--- src/hdl/tlc_pkg.sv ---
// tlc_pkg: shared constants, types and helpers for the two-level tag lookup
// no dependencies; used by every other file of the block
`timescale 1ns / 1ps
`default_nettype none

package tlc_pkg;

    // item and configuration field widths
    localparam int ADDR_W     = 64;
    localparam int WAY_W      = 3;
    localparam int CFG_DATA_W = 4;
    localparam int CFG_IDX_W  = 3;

    // address split limits
    localparam logic [3:0] OFFSET_CAP   = 4'd12;
    localparam int         L2_INDEX_CAP = 10;
    localparam int         L3_INDEX_CAP = 12;

    // default store geometry
    localparam int DEF_L2_MAX_SETS = 1024;
    localparam int DEF_L3_MAX_SETS = 4096;
    localparam int DEF_MAX_WAYS    = 8;

    // replacement generator seed
    localparam logic [15:0] LFSR_RESET = 16'hACE1;

    // configuration register indexes
    localparam logic [CFG_IDX_W-1:0] CFG_L2_OFFSET = 3'd0;
    localparam logic [CFG_IDX_W-1:0] CFG_L2_INDEX  = 3'd1;
    localparam logic [CFG_IDX_W-1:0] CFG_L2_WAYS   = 3'd2;
    localparam logic [CFG_IDX_W-1:0] CFG_L3_OFFSET = 3'd3;
    localparam logic [CFG_IDX_W-1:0] CFG_L3_INDEX  = 3'd4;
    localparam logic [CFG_IDX_W-1:0] CFG_L3_WAYS   = 3'd5;

    // write control for one tag store
    typedef struct packed {
        logic             en;
        logic             clear;
        logic [WAY_W-1:0] way;
    } tlc_wr_t;

    // saturate a 4-bit field at an upper bound
    function automatic logic [3:0] cap4(input logic [3:0] v, input logic [3:0] hi);
        return (v > hi) ? hi : v;
    endfunction

endpackage

`default_nettype wire

--- src/hdl/tlc_split.sv ---
// tlc_split: splits a byte address into set number and tag for one level
// depends on tlc_pkg
`timescale 1ns / 1ps
`default_nettype none

module tlc_split #(
    parameter int MAX_SETS  = tlc_pkg::DEF_L2_MAX_SETS,
    parameter int INDEX_CAP = tlc_pkg::L2_INDEX_CAP,
    parameter int SET_W     = (MAX_SETS > 1) ? $clog2(MAX_SETS) : 1
) (
    input  wire logic [tlc_pkg::ADDR_W-1:0] addr,
    input  wire logic [3:0]                 offset_bits,
    input  wire logic [3:0]                 index_bits,
    output logic      [SET_W-1:0]           set,
    output logic      [tlc_pkg::ADDR_W-1:0] tag
);

    localparam int  RAW_W = INDEX_CAP;
    localparam bit  POW2  = ((MAX_SETS & (MAX_SETS - 1)) == 0);

    logic [3:0]                 off_c;
    logic [3:0]                 idx_c;
    logic [tlc_pkg::ADDR_W-1:0] shifted;
    logic [RAW_W-1:0]           raw;
    logic [4:0]                 tag_shift;

    // limit the configured field sizes
    assign off_c = tlc_pkg::cap4(offset_bits, tlc_pkg::OFFSET_CAP);
    assign idx_c = tlc_pkg::cap4(index_bits, 4'(INDEX_CAP));

    // index field, masked to the configured number of bits
    assign shifted = addr >> off_c;
    always_comb
    begin
        for (int i = 0; i < RAW_W; i++)
        begin
            raw[i] = shifted[i] & (5'(i) < {1'b0, idx_c});
        end
    end

    // tag is everything above offset and index
    assign tag_shift = {1'b0, off_c} + {1'b0, idx_c};
    assign tag       = addr >> tag_shift;

    // wrap the index onto the store depth
    generate
        if (POW2)
        begin : g_mask
            logic [RAW_W+SET_W-1:0] raw_ext;
            assign raw_ext = {{SET_W{1'b0}}, raw};
            assign set     = (MAX_SETS == 1) ? '0 : raw_ext[SET_W-1:0];
        end
        else
        begin : g_wrap
            // remainder by the constant depth: quotient from a reciprocal
            // multiply, exact for every index value, then one subtract
            localparam int     LOG_M  = $clog2(MAX_SETS);
            localparam int     SHIFT  = RAW_W + LOG_M;
            localparam int     PROD_W = 2 * RAW_W + 2;
            localparam longint RECIP  =
                ((longint'(1) << SHIFT) + longint'(MAX_SETS) - longint'(1))
                / longint'(MAX_SETS);

            logic [PROD_W-1:0] prod;
            logic [PROD_W-1:0] quot;
            logic [PROD_W-1:0] back;

            assign prod = PROD_W'(raw) * PROD_W'(RECIP);
            assign quot = prod >> SHIFT;
            assign back = quot * PROD_W'(MAX_SETS);
            assign set  = SET_W'(PROD_W'(raw) - back);
        end
    endgenerate

endmodule

`default_nettype wire

--- config.mk ---
export PLATFORM = sky130hd
export DESIGN_NAME = tlc_split
export DESIGN_NICKNAME = d
export VERILOG_FILES = /design/src/hdl/tlc_pkg.sv /design/src/hdl/tlc_split.sv
export SDC_FILE = /design/constraint.sdc
export NUM_CORES = 1
export LEC_CHECK = 0
export ABC_AREA = 1
export BUFFER_PORTS_ARGS = -buffer_cell sky130_fd_sc_hd__buf_2
export CAP_MARGIN = 20
export CORE_MARGIN = 2
export CORE_UTILIZATION = 25
export DETAILED_ROUTE_END_ITERATION = 16
export PLACE_DENSITY = 0.56
export SLEW_MARGIN = 20
export SYNTH_ARGS = -nofsm -noshare
export SYNTH_HDL_FRONTEND = slang
export SYNTH_SLANG_ARGS = --single-unit
--- constraint.sdc ---
create_clock -name vclk -period 3.9
set_input_delay 0.195 -clock vclk [all_inputs]
set_output_delay 0.195 -clock vclk [all_outputs]
set_load 0.02 [all_outputs]
==> metrics.md <==
| Metric | Value |
|---|---|
| Status | `completed` |
| Area growth, synth to finish | `17.5%` |
| Resize count post-CTS | `0` |
| Layout Nets | `1140` |
| Flop pwr share | `0%` |
| Chip Height | `141 um` |
| Filler instances | `2251` |
| Synth cell types | `34` |
| Layout cells sized above 1 | `17.8%` |
| Vias per std cell | `5.66` |
| Area leader, netlist | `nand3_1` |
| Grt total ovfl | `0` |
| Kind of critical path | `input port to primary output` |
| Post-CTS Setup Repair Bufs | `0` |
| Pwr dens | `around 370 nW/um^2` |
| Post-synthesis sequential area ratio | `0%` |
| Combinational power share | `100.0%` |
| Tightest Pin Transition | `813 ps` |
| Area of placed instances | `5500 sq um` |
| GRT Total Usage | `approximately a fifth` |
| Worst vdd ir | `155 uV` |
| Core Area | `18500 sq um` |
| Worst Path Arrival | `3010 ps` |
| Unrepaired setup endpoints after global routing | `false` |
| TritonRoute pass-1 iters | `6` |
| Top post-synthesis cells by area | `nand3_1 54%, nand2_1 18%, o21ai_0 4.0%` |
| Setup violators final | `0` |
| Initial antenna violation count | `0` |
| Psw | `1.41 mW` |
| Clock power frac | `0%` |
| Post-CTS Hold Buffers | `0` |
| Mapped Cells | `979` |
| Leak | `approximately 2.9 nW` |
| Hold slack final | `790 ps` |
| Max Fclk | `0.312 GHz` |
| I/O pin cnt | `146` |
| Hold Crit Depth | `3` |
| Syn Area/Cell | `between 4 and 5 sq um` |
| Mapped cell area | `4680 sq um` |
| Die width | `141 um` |
| Utilization after layout | `29.7%` |
| Post-Syn Nets | `~1100` |
| Fin crit share | `82.1%` |
| WL/cell | `roughly 16 um` |
| Commonest non-fill, non-tap cell in the layout | `nand3_1` |
| Max-Cap Viols | `0` |
| Top cell type's share of synthesized area | `54.1%` |
| CP max FO | `42` |
| Number of routed nets with antenna violations | `0` |
| Final setup TNS | `0 ps` |
| CP startpoint kind | `input port` |
| Slew Viols, Final | `0` |
| Fin area | `5500 sq um` |
| Seq cells | `0` |
| Hold WC Path Type | `input port to primary output` |
| Ant. Diodes | `0` |
| Cell Rows | `50` |
| Worst endpoint required time | `approximately 3700 ps` |
| Largest net degree at the start of global routing | `68` |
| Vias in the first global route | `6507` |
| Max_slew headroom | `45.6%` |
| Post-detailed-routing wire length | `20.9 mm` |
| Fin crit period | `3200 ps` |
| Initial Util | `25.3%` |
| Hold Vio Cnt, Final | `0` |
| Drc violations | `0` |
| Register area | `0 sq um` |
| Switching share of power | `69.6%` |
| DIE AREA | `19800 sq um` |
| Synth Warn # | `0` |
| Setup crit end kind | `primary output` |
| Most frequent cells in the layout | `506 x nand3_1, 224 x nand2_1, 146 x buf_2, 37 x o21ai_0, 36 x inv_1` |
| Initial drt markers | `800` |
| Via Count | `7341` |
| Layout clock buffers | `0` |
| Internal Power | `a little over 600 uW` |
| Routability Congestion | `about 0.96` |
| IO Port Bufs | `146` |
| Final Power | `2.03 mW` |
| Post-DP HPWL | `16.6 mm` |
| First-pass GRT wire length | `32.6 mm` |
[path summary, 6_finish.rpt]
check                          start  slack [ps]  endpoint
worst max-delay path  offset_bits[2]         700   tag[12]
worst min-delay path  offset_bits[3]         790    set[0]
[cell families after synthesis]
| kind of cell | share of synthesized area [%] |
|---|---|
| multiplexers | 0.856 |
| AND/OR/NAND/NOR | 77.4 |
| adder cells (fa/ha/maj) | 0.962 |
| buffers and inverters | 12.0 |
| XOR/XNOR | 0.348 |
| AO/OA/AOI/OAI | 8.45 |
[cells in the mapped netlist (4+ instances only)]
| cell | number |
|---|---|
| inv_2 | 4 |
| buf_4 | 10 |
| inv_1 | 37 |
| a21oi_1 | 10 |
| clkbuf_1 | 34 |
| o22ai_1 | 8 |
| buf_2 | 32 |
| nand3_1 | 506 |
| buf_1 | 4 |
| o21ai_0 | 37 |
| nand2_2 | 8 |
| nand2_1 | 226 |
| mux2i_1 | 4 |
| nor2_1 | 24 |
[worst max-delay path, stage by stage]
cell and delay (ps):
buf_2 240, nand2_4 140, nand2_2 280, clkinv_1 210
fa_2 530, inv_2 80, buf_4 390, nand3_1 200
nand3_1 140, nand3_1 140, nand3_1 180, nand2_1 100
buf_2 170
[stage by stage]
step                      setup WS, ps  std cells
after global placement             739       1297
after detailed placement           728       1297
after global routing               484       1297
final                              700       1297
after CTS                          734       1297
after floorplan                   1030        979
[power groups by stage]
stage	clock network [mW]	registers, mW	logic (mW)
after detailed placement	0	0	1.99
after floorplan	0	0	1.41
final	0	0	2.03
after CTS	0	0	2.00
after global routing	0	0	2.21
after global placement	0	0	1.99
[area by class of cell]
cell class | count | area (sq um) | share of cell area [%]
multi-input combinational | 854 | 4140 | 75.3
timing repair buffer | 166 | 906 | 16.5
tap | 234 | 293 | 5.33
inverter | 43 | 161 | 2.94
[per-layer routing]
metal / vias up / GRT usage, % / routed length [um]
met4: 0 / 6.58 / 836
met2: 396 / 31.1 / 9160
met5: - / 0 / 0
met1: 3278 / 27.4 / 9030
li1: 3613 / - / -
met3: 54 / 2.89 / 1880
Power figures use the tool's default switching activity.
